$ cat src/rtl/pwc_pkg.sv
// ----------------------------------------------------------------------------
// pwc_pkg
// Shared types and constants for the four channel pulse width capture core.
// ----------------------------------------------------------------------------
package pwc_pkg;

  localparam int NUM_CH   = 4;
  localparam int CH_W     = $clog2(NUM_CH);
  localparam int CNT_W    = 14;
  localparam int STAMP_W  = 16;
  localparam int PER_W    = STAMP_W + 1;
  localparam int WIDTH_W  = 31;
  localparam int QDEPTH   = 2;
  localparam int QPTR_W   = $clog2(QDEPTH);
  localparam int QCNT_W   = $clog2(QDEPTH + 1);

  localparam logic [CNT_W-1:0]   CNT_MAX   = 14'h3FFF;
  localparam logic [STAMP_W-1:0] STAMP_MAX = 16'hFFFF;

  localparam logic [1:0] OP_OVF     = 2'd0;
  localparam logic [1:0] OP_CAP     = 2'd1;
  localparam logic [1:0] OP_COLLECT = 2'd2;

  typedef struct packed {
    logic               done;
    logic [CNT_W-1:0]   cnt;
    logic [STAMP_W-1:0] start;
    logic [STAMP_W-1:0] stop;
  } chan_t;

  typedef chan_t [NUM_CH-1:0] snap_t;

  typedef struct packed {
    logic full;
    logic empty;
  } q_stat_t;

  typedef enum logic [1:0] {
    BK_IDLE,
    BK_RUN,
    BK_DRAIN,
    BK_EMIT
  } bk_state_e;

endpackage

$ cat src/rtl/pwc_front.sv
// ----------------------------------------------------------------------------
// pwc_front
// Accepts events, keeps per-channel capture status, and queues a snapshot
// of all channels on each collect.
// ----------------------------------------------------------------------------
module pwc_front import pwc_pkg::*; (
  input  logic               clk_i,
  input  logic               rst_ni,
  input  logic               in_valid_i,
  output logic               in_stall_o,
  input  logic [1:0]         op_i,
  input  logic [CH_W-1:0]    channel_i,
  input  logic [STAMP_W-1:0] stamp_i,
  input  q_stat_t            q_stat_i,
  output logic               push_o,
  output snap_t              snap_o
);

  logic [NUM_CH-1:0]  armed_q, armed_d;
  logic [NUM_CH-1:0]  done_q, done_d;
  logic [CNT_W-1:0]   cnt_q   [NUM_CH];
  logic [CNT_W-1:0]   cnt_d   [NUM_CH];
  logic [STAMP_W-1:0] start_q [NUM_CH];
  logic [STAMP_W-1:0] start_d [NUM_CH];
  logic [STAMP_W-1:0] stop_q  [NUM_CH];
  logic [STAMP_W-1:0] stop_d  [NUM_CH];
  logic               accept;

  assign in_stall_o = q_stat_i.full;
  assign accept     = in_valid_i & ~q_stat_i.full;

  always_comb begin
    armed_d = armed_q;
    done_d  = done_q;
    cnt_d   = cnt_q;
    start_d = start_q;
    stop_d  = stop_q;
    push_o  = 1'b0;
    if (accept) begin
      case (op_i)
        OP_OVF: begin
          for (int c = 0; c < NUM_CH; c++) begin
            if (armed_q[c] && !done_q[c]) begin
              if (cnt_q[c] == CNT_MAX) begin
                done_d[c] = 1'b1;
                stop_d[c] = STAMP_MAX;
              end else begin
                cnt_d[c] = cnt_q[c] + 1'b1;
              end
            end
          end
        end
        OP_CAP: begin
          if (armed_q[channel_i]) begin
            stop_d[channel_i] = stamp_i;
            done_d[channel_i] = 1'b1;
          end else begin
            start_d[channel_i] = stamp_i;
            cnt_d[channel_i]   = '0;
            done_d[channel_i]  = 1'b0;
            armed_d[channel_i] = 1'b1;
          end
        end
        OP_COLLECT: begin
          push_o  = 1'b1;
          armed_d = '0;
          done_d  = '0;
          for (int c = 0; c < NUM_CH; c++) begin
            cnt_d[c] = '0;
          end
        end
        default: begin
        end
      endcase
    end
  end

  always_comb begin
    for (int c = 0; c < NUM_CH; c++) begin
      snap_o[c].done  = done_q[c];
      snap_o[c].cnt   = cnt_q[c];
      snap_o[c].start = start_q[c];
      snap_o[c].stop  = stop_q[c];
    end
  end

  always_ff @(posedge clk_i or negedge rst_ni) begin
    if (!rst_ni) begin
      armed_q <= '0;
      done_q  <= '0;
      for (int c = 0; c < NUM_CH; c++) begin
        cnt_q[c]   <= '0;
        start_q[c] <= '0;
        stop_q[c]  <= '0;
      end
    end else begin
      armed_q <= armed_d;
      done_q  <= done_d;
      cnt_q   <= cnt_d;
      start_q <= start_d;
      stop_q  <= stop_d;
    end
  end

endmodule

$ cat src/rtl/pwc_queue.sv
// ----------------------------------------------------------------------------
// pwc_queue
// Short FIFO of collect snapshots between front and back.
// ----------------------------------------------------------------------------
module pwc_queue import pwc_pkg::*; (
  input  logic    clk_i,
  input  logic    rst_ni,
  input  logic    push_i,
  input  snap_t   snap_i,
  input  logic    pop_i,
  output snap_t   head_o,
  output q_stat_t stat_o
);

  snap_t             mem_q [QDEPTH];
  logic [QPTR_W-1:0] wr_ptr_q, rd_ptr_q;
  logic [QCNT_W-1:0] cnt_q;

  assign stat_o.full  = (cnt_q == QCNT_W'(QDEPTH));
  assign stat_o.empty = (cnt_q == '0);
  assign head_o       = mem_q[rd_ptr_q];

  always_ff @(posedge clk_i) begin
    if (push_i) begin
      mem_q[wr_ptr_q] <= snap_i;
    end
  end

  always_ff @(posedge clk_i or negedge rst_ni) begin
    if (!rst_ni) begin
      wr_ptr_q <= '0;
      rd_ptr_q <= '0;
      cnt_q    <= '0;
    end else begin
      if (push_i) begin
        wr_ptr_q <= (wr_ptr_q == QPTR_W'(QDEPTH - 1)) ? '0 : wr_ptr_q + 1'b1;
      end
      if (pop_i) begin
        rd_ptr_q <= (rd_ptr_q == QPTR_W'(QDEPTH - 1)) ? '0 : rd_ptr_q + 1'b1;
      end
      case ({push_i, pop_i})
        2'b10:   cnt_q <= cnt_q + 1'b1;
        2'b01:   cnt_q <= cnt_q - 1'b1;
        default: cnt_q <= cnt_q;
      endcase
    end
  end

  a_no_overflow: assert property (@(posedge clk_i) disable iff (!rst_ni)
    push_i |-> (!stat_o.full || pop_i))
    else $error("snapshot pushed into full queue");

  a_no_underflow: assert property (@(posedge clk_i) disable iff (!rst_ni)
    pop_i |-> !stat_o.empty)
    else $error("pop from empty queue");

endmodule

$ cat src/rtl/pwc_back.sv
// ----------------------------------------------------------------------------
// pwc_back
// Computes widths of a collect snapshot one channel per cycle through a
// two-stage multiply/add pipe, holds the widths and drives the result.
// ----------------------------------------------------------------------------
module pwc_back import pwc_pkg::*; (
  input  logic               clk_i,
  input  logic               rst_ni,
  input  logic [STAMP_W-1:0] period_top_i,
  input  snap_t              head_i,
  input  q_stat_t            q_stat_i,
  output logic               pop_o,
  output logic               out_valid_o,
  input  logic               out_stall_i,
  output logic               processed_o,
  output logic [WIDTH_W-1:0] width_o [NUM_CH]
);

  bk_state_e state_q, state_d;
  logic [CH_W-1:0]    step_q;
  logic               issue, start_job, load_out;

  logic               a_valid_q, a_done_q, a_zero_q;
  logic [CH_W-1:0]    a_idx_q;
  logic [STAMP_W-1:0] a_start_q, a_stop_q;
  logic [WIDTH_W-1:0] a_prod_q;

  logic [WIDTH_W-1:0] held_q [NUM_CH];
  logic               any_q;
  logic               out_valid_q, processed_q;
  logic [WIDTH_W-1:0] out_w_q [NUM_CH];

  chan_t              cur;
  logic [PER_W-1:0]   per;
  logic [CNT_W-1:0]   nm1;
  logic [WIDTH_W-1:0] prod;
  logic [STAMP_W-1:0] w_abs;
  logic [WIDTH_W-1:0] w_ovf, w_new;

  assign cur  = head_i[step_q];
  assign per  = {1'b0, period_top_i} + 1'b1;
  assign nm1  = cur.cnt - 1'b1;
  assign prod = WIDTH_W'(nm1) * WIDTH_W'(per);

  assign w_abs = (a_stop_q >= a_start_q) ? (a_stop_q - a_start_q) : (a_start_q - a_stop_q);
  assign w_ovf = a_prod_q + WIDTH_W'(per) - WIDTH_W'(a_start_q) + WIDTH_W'(a_stop_q);
  assign w_new = a_zero_q ? WIDTH_W'(w_abs) : w_ovf;

  always_comb begin
    state_d   = state_q;
    issue     = 1'b0;
    start_job = 1'b0;
    load_out  = 1'b0;
    pop_o     = 1'b0;
    case (state_q)
      BK_IDLE: begin
        if (!q_stat_i.empty) begin
          start_job = 1'b1;
          state_d   = BK_RUN;
        end
      end
      BK_RUN: begin
        issue = 1'b1;
        if (step_q == CH_W'(NUM_CH - 1)) begin
          state_d = BK_DRAIN;
        end
      end
      BK_DRAIN: begin
        state_d = BK_EMIT;
      end
      BK_EMIT: begin
        if (!out_valid_q || !out_stall_i) begin
          load_out = 1'b1;
          pop_o    = 1'b1;
          state_d  = BK_IDLE;
        end
      end
      default: begin
        state_d = BK_IDLE;
      end
    endcase
  end

  always_ff @(posedge clk_i or negedge rst_ni) begin
    if (!rst_ni) begin
      state_q     <= BK_IDLE;
      step_q      <= '0;
      a_valid_q   <= 1'b0;
      any_q       <= 1'b0;
      out_valid_q <= 1'b0;
      for (int c = 0; c < NUM_CH; c++) begin
        held_q[c] <= '0;
      end
    end else begin
      state_q   <= state_d;
      a_valid_q <= issue;
      if (start_job) begin
        step_q <= '0;
      end else if (issue) begin
        step_q <= step_q + 1'b1;
      end
      if (start_job) begin
        any_q <= 1'b0;
      end else if (a_valid_q && a_done_q) begin
        any_q <= 1'b1;
      end
      if (a_valid_q && a_done_q) begin
        held_q[a_idx_q] <= w_new;
      end
      if (load_out) begin
        out_valid_q <= 1'b1;
      end else if (!out_stall_i) begin
        out_valid_q <= 1'b0;
      end
    end
  end

  always_ff @(posedge clk_i) begin
    if (issue) begin
      a_idx_q   <= step_q;
      a_done_q  <= cur.done;
      a_zero_q  <= (cur.cnt == '0);
      a_start_q <= cur.start;
      a_stop_q  <= cur.stop;
      a_prod_q  <= prod;
    end
    if (load_out) begin
      processed_q <= any_q;
      out_w_q     <= held_q;
    end
  end

  assign out_valid_o = out_valid_q;
  assign processed_o = processed_q;
  assign width_o     = out_w_q;

  a_pipe_from_run: assert property (@(posedge clk_i) disable iff (!rst_ni)
    a_valid_q |-> $past(state_q) == BK_RUN)
    else $error("width pipe stage loaded outside of run");

  a_emit_drained: assert property (@(posedge clk_i) disable iff (!rst_ni)
    state_q == BK_EMIT |-> !a_valid_q)
    else $error("result emitted with width still in flight");

endmodule

$ cat src/rtl/four_channel_pulse_width_capture_core.sv
// ----------------------------------------------------------------------------
// four_channel_pulse_width_capture_core
// Pulse width capture on four channels with decoupled event and width paths.
// ----------------------------------------------------------------------------
// Overflow and capture events are accepted every cycle while the snapshot
// queue is not full. A collect queues a channel snapshot (two entries deep);
// the back end then computes one channel width per cycle through a shared
// multiply/add pipe before the result transfer is offered. The input stalls
// only while both snapshot entries are occupied.
module four_channel_pulse_width_capture_core import pwc_pkg::*; (
  input  logic               clk_i,
  input  logic               rst_ni,
  input  logic               cfg_we_i,
  input  logic [STAMP_W-1:0] cfg_wdata_i,
  input  logic               in_valid_i,
  output logic               in_stall_o,
  input  logic [1:0]         op_i,
  input  logic [CH_W-1:0]    channel_i,
  input  logic [STAMP_W-1:0] stamp_i,
  output logic               out_valid_o,
  input  logic               out_stall_i,
  output logic               processed_o,
  output logic [WIDTH_W-1:0] width_a_o,
  output logic [WIDTH_W-1:0] width_b_o,
  output logic [WIDTH_W-1:0] width_c_o,
  output logic [WIDTH_W-1:0] width_d_o
);

  logic [STAMP_W-1:0] period_top_q;
  logic               push, pop;
  snap_t              snap, head;
  q_stat_t            q_stat;
  logic [WIDTH_W-1:0] width [NUM_CH];

  always_ff @(posedge clk_i or negedge rst_ni) begin
    if (!rst_ni) begin
      period_top_q <= STAMP_MAX;
    end else if (cfg_we_i) begin
      period_top_q <= cfg_wdata_i;
    end
  end

  pwc_front u_front (
    .clk_i      (clk_i),
    .rst_ni     (rst_ni),
    .in_valid_i (in_valid_i),
    .in_stall_o (in_stall_o),
    .op_i       (op_i),
    .channel_i  (channel_i),
    .stamp_i    (stamp_i),
    .q_stat_i   (q_stat),
    .push_o     (push),
    .snap_o     (snap)
  );

  pwc_queue u_queue (
    .clk_i  (clk_i),
    .rst_ni (rst_ni),
    .push_i (push),
    .snap_i (snap),
    .pop_i  (pop),
    .head_o (head),
    .stat_o (q_stat)
  );

  pwc_back u_back (
    .clk_i        (clk_i),
    .rst_ni       (rst_ni),
    .period_top_i (period_top_q),
    .head_i       (head),
    .q_stat_i     (q_stat),
    .pop_o        (pop),
    .out_valid_o  (out_valid_o),
    .out_stall_i  (out_stall_i),
    .processed_o  (processed_o),
    .width_o      (width)
  );

  assign width_a_o = width[0];
  assign width_b_o = width[1];
  assign width_c_o = width[2];
  assign width_d_o = width[3];

endmodule

$ cat config.mk
export PLATFORM = sky130hd
export DESIGN_NAME = four_channel_pulse_width_capture_core
export DESIGN_NICKNAME = d
export VERILOG_FILES = /design/src/rtl/pwc_pkg.sv /design/src/rtl/pwc_front.sv /design/src/rtl/pwc_queue.sv /design/src/rtl/pwc_back.sv /design/src/rtl/four_channel_pulse_width_capture_core.sv
export SDC_FILE = /design/constraint.sdc
export NUM_CORES = 2
export LEC_CHECK = 0
export BUFFER_PORTS_ARGS = -buffer_cell sky130_fd_sc_hd__clkbuf_2
export CAP_MARGIN = 20
export CORE_MARGIN = 2
export CORE_UTILIZATION = 35
export DETAILED_ROUTE_END_ITERATION = 6
export MAX_ROUTING_LAYER = met4
export PLACE_DENSITY_LB_ADDON = 0.15
export SYNTH_ARGS = -nofsm -noshare
export SYNTH_HDL_FRONTEND = slang
export SYNTH_HIERARCHICAL = 1
export SYNTH_SLANG_ARGS = --single-unit
$ cat constraint.sdc
create_clock -name clk_i -period 14.2 [get_ports clk_i]
set_input_delay 0.71 -clock clk_i [delete_from_list [all_inputs] [get_ports clk_i]]
set_output_delay 0.71 -clock clk_i [all_outputs]
set_load 0.02 [all_outputs]
==> results_dict.tcl <==
set metrics [dict create \
    result_of_the_run "finished clean" \
    route.met3.wl_mm 4.68 \
    drt_first_pass_iters 5 \
    slowest_delay_ps 810 \
    final_layout_size_suffix_gt1_share_pct 20.6 \
    setup-tns-final_ps 0 \
    fill_cells 12900 \
    crit_buf_inv 5 \
    grt_remaining_overflow 0 \
    first_iter_violations 1684 \
    post_cts.resized_instances 0 \
    cts.root.buffer_cell "sky130_fd_sc_hd__clkbuf_16" \
    clock_path_buffers 3 \
    worstSetupStartpointType "flip-flop" \
    placement.io_buffers 167 \
    grt_pass1_wl_mm 180 \
    endpoint_kind "flip-flop" \
    start_util_pct 35.2 \
    viasPerCell 4.93 \
    proportion_of_register_bits_with_asynchronous_set_or_reset_after_synthesis_pct 37.7 \
    crit_path_max_delay_family "adder cells" \
    cts.hold.buffers_added 0 \
    antenna_found_initial 6 \
    gp_congestion 0.849 \
    clock_tree.htree_level_count 3 \
    cts_sinks 911 \
    vias_in_the_first_global_route 28900 \
    report.final.setup_viol 0 \
    worstPathArrival_ps 10930 \
    mean_area_per_synthesized_cell_um2 13.0 \
    synth.net_count 4098 \
    pin_count 168 \
    grt_max_degree 157 \
    synthesis.area_um2 47700 \
    floorplan.rows 135 \
    yosysSeqAreaShare_pct 53.8 \
    clock_latency_on_the_worst_skew_pair_ps 720 \
    postSynth.topFlopCell "sky130_fd_sc_hd__edfxtp_1" \
    route.top_layer_used "met4" \
    dpl.hpwl_mm 78.9 \
    area.growth.synth_to_final_pct 12.7 \
    routed_wl_mm 117 \
    core_area_um2 135000 \
    synth-edff-count 568 \
    drv_cap 0 \
    cp_common_cell "sky130_fd_sc_hd__fa_1" \
    syn_inst 3658 \
    finalClockSkew_ps 53.1 \
    final_min_period_ps 10500 \
    worst-endpoint-required_ps 14620 \
    numCtsBuffers 99 \
    number_of_endpoints_with_negative_hold_slack_in_the_final_report 0 \
    met2_wirelength_mm 55.3 \
    timing_worst_setup_path_type "flip-flop to flip-flop" \
    wl_met1_mm 54.3 \
    fmax_mhz 95.2 \
    final_antenna_net_count 0 \
    synthDistinctLibCells 75 \
    post_cts.repair.setup_buffers 0 \
    grt_usage_pct 17.3 \
    ys_seq_elements 911 \
    clkTransAtPathRegs_ps 60 \
    number_of_nets_at_the_end_of_the_flow 4275 \
    worst_hold_path_type "input port to async pin" \
    tritoncts_clock_tree "built" \
    routedWlPerCell_um 20.5 \
    setup_repair_after_global_routing_missed_its_margin "false" \
    tightest_slew_ps 1100 \
    dieWidth_um 373 \
    timing_max_transition_violations_final 0 \
    final.period_utilization_pct 74.0 \
    yosys_warnings 6 \
    routed-via-count 28100 \
    crit_fanout 54 \
    slew_headroom_pct 26.1 \
    critical_path.slowest_cell "sky130_fd_sc_hd__xor2_1" \
    die_area_um2 139000 \
    drc 0 \
    chipHeight_um 373 \
]
[state kept, by name, indices dropped and copies added (netlist names), named ones only]
register and cells:
period_top_q 16, u_back/a_done_q 1, u_back/a_idx_q 2, u_back/a_prod_q 31, u_back/a_start_q 16, u_back/a_stop_q 16, u_back/a_valid_q 1, u_back/a_zero_q 1
u_back/any_q 1, u_back/held_q 124, u_back/out_valid_o 1, u_back/processed_o 1, u_back/state_q 2, u_back/step_q 2, u_back/width_o 124, u_front/armed_q 4
u_front/snap_o 184, u_queue/cnt_q 2, u_queue/mem_q 376, u_queue/rd_ptr_q 1, u_queue/wr_ptr_q 1
[synth_stat cells, types with 54 or more instances]
cell	n	area (um2)
sky130_fd_sc_hd__fa_1	211	4220
sky130_fd_sc_hd__dfrtp_1	327	8180
sky130_fd_sc_hd__xnor2_1	55	482
sky130_fd_sc_hd__nor2_1	164	616
sky130_fd_sc_hd__mux2_4	110	1650
sky130_fd_sc_hd__clkbuf_1	94	353
sky130_fd_sc_hd__mux2_2	239	2690
sky130_fd_sc_hd__o21ai_0	195	976
sky130_fd_sc_hd__ha_1	188	2350
sky130_fd_sc_hd__nand2b_1	54	338
sky130_fd_sc_hd__nand2_1	415	1560
sky130_fd_sc_hd__inv_1	327	1230
sky130_fd_sc_hd__a21oi_1	79	395
sky130_fd_sc_hd__edfxtp_1	568	17100
[final cells by class]
cell class | count | area [um2] | share of cell area, %
Sequential cell | 911 | 25700 | 47.7
Multi-Input combinational cell | 2271 | 20200 | 37.5
Clock buffer | 153 | 2830 | 5.26
Tap cell | 1781 | 2230 | 4.14
Timing Repair Buffer | 224 | 1350 | 2.50
Inverter | 328 | 1230 | 2.29
Clock inverter | 34 | 305 | 0.567
Antenna cell | 4 | 10.0 | 0.0186
[path summary, 6_finish.rpt]
check | from | to | slack [ps] | cells after the start
worst max-delay path | u_queue/rd_ptr_q | u_back/a_prod_q[30] | 3700 | 29
worst min-delay path | rst_ni | u_front/snap_o[183] | 30 | 1
worst max register to register | u_queue/rd_ptr_q | u_back/a_prod_q[30] | 3700 | 29
worst min register to register | u_front/snap_o[145] | u_queue/mem_q[1][145] | 440 | 0
max in group asynchronous | rst_ni | u_front/snap_o[73] | 11140 | 4
min in group clk_i | cfg_wdata_i[12] | period_top_q[12] | 250 | 2
[layout by cell type (no fill, tap or decap), types with 9 or more instances in the layout]
master,Yosys,layout
sky130_fd_sc_hd__mux2i_1,18,18
sky130_fd_sc_hd__xor2_1,41,40
sky130_fd_sc_hd__a21oi_1,79,79
sky130_fd_sc_hd__o21ai_0,195,195
sky130_fd_sc_hd__dfrtp_1,327,324
sky130_fd_sc_hd__o31ai_1,41,41
sky130_fd_sc_hd__a21o_1,40,40
sky130_fd_sc_hd__nand4_1,18,18
sky130_fd_sc_hd__a22o_1,20,20
sky130_fd_sc_hd__clkinv_2,0,12
sky130_fd_sc_hd__fa_1,211,211
sky130_fd_sc_hd__edfxtp_1,568,568
sky130_fd_sc_hd__o21bai_1,9,9
sky130_fd_sc_hd__buf_4,4,51
sky130_fd_sc_hd__inv_1,327,327
sky130_fd_sc_hd__a211oi_1,13,13
sky130_fd_sc_hd__xnor2_1,55,52
sky130_fd_sc_hd__clkbuf_16,0,100
sky130_fd_sc_hd__nor4_1,16,16
sky130_fd_sc_hd__nor2_1,164,163
sky130_fd_sc_hd__ha_1,188,186
sky130_fd_sc_hd__mux2_4,110,110
sky130_fd_sc_hd__clkbuf_8,0,13
sky130_fd_sc_hd__mux4_2,47,47
sky130_fd_sc_hd__a31oi_1,23,23
sky130_fd_sc_hd__clkbuf_1,94,40
sky130_fd_sc_hd__and3_1,12,12
sky130_fd_sc_hd__nand3_1,44,44
sky130_fd_sc_hd__dfstp_2,16,16
sky130_fd_sc_hd__and2_1,25,24
sky130_fd_sc_hd__mux2_2,239,239
sky130_fd_sc_hd__nor2b_1,36,35
sky130_fd_sc_hd__clkbuf_2,0,166
sky130_fd_sc_hd__a211o_1,9,9
sky130_fd_sc_hd__nor3_1,32,31
sky130_fd_sc_hd__o21a_1,12,12
sky130_fd_sc_hd__nand2b_1,54,54
sky130_fd_sc_hd__o41ai_1,11,11
sky130_fd_sc_hd__nand2_1,415,414
sky130_fd_sc_hd__clkinv_1,1,11
[cells by family after synthesis]
| family | Yosys count | share of synthesized area [%] |
|---|---|---|
| simple gates | 862 | 8.23 |
| buf+inv | 476 | 4.16 |
| fa+ha+maj | 399 | 13.8 |
| xor+xnor | 97 | 1.80 |
| compound gates | 499 | 6.57 |
| flops | 911 | 53.8 |
| mux | 414 | 11.7 |
[routing by layer]
layer	up-vias	track usage, %
met5	-	-
met4	0	4.50
li1	13200	-
met2	488	27.5
met3	137	2.79
met1	14300	23.2
[through the flow]
step / hold slack, ps / setup WS, ps / util [%] / instance area (um2) / cells
2_1_floorplan: 414 / 2530 / - / 47700 / 3658
3_3_place_gp: 429 / 3810 / 37.3 / 50600 / 5511
3_5_place_dp: 430 / 3590 / 37.3 / 50600 / 5511
4_1_cts: 48.0 / 3580 / 39.7 / 53700 / 5698
5_1_grt: 74.2 / 2810 / 39.7 / 53800 / 5704
6_report: 34.0 / 3700 / 39.7 / 53800 / 5706
Power is not shown: default switching activity piles up to over one toggle a cycle in this logic, so the estimate is an artifact.
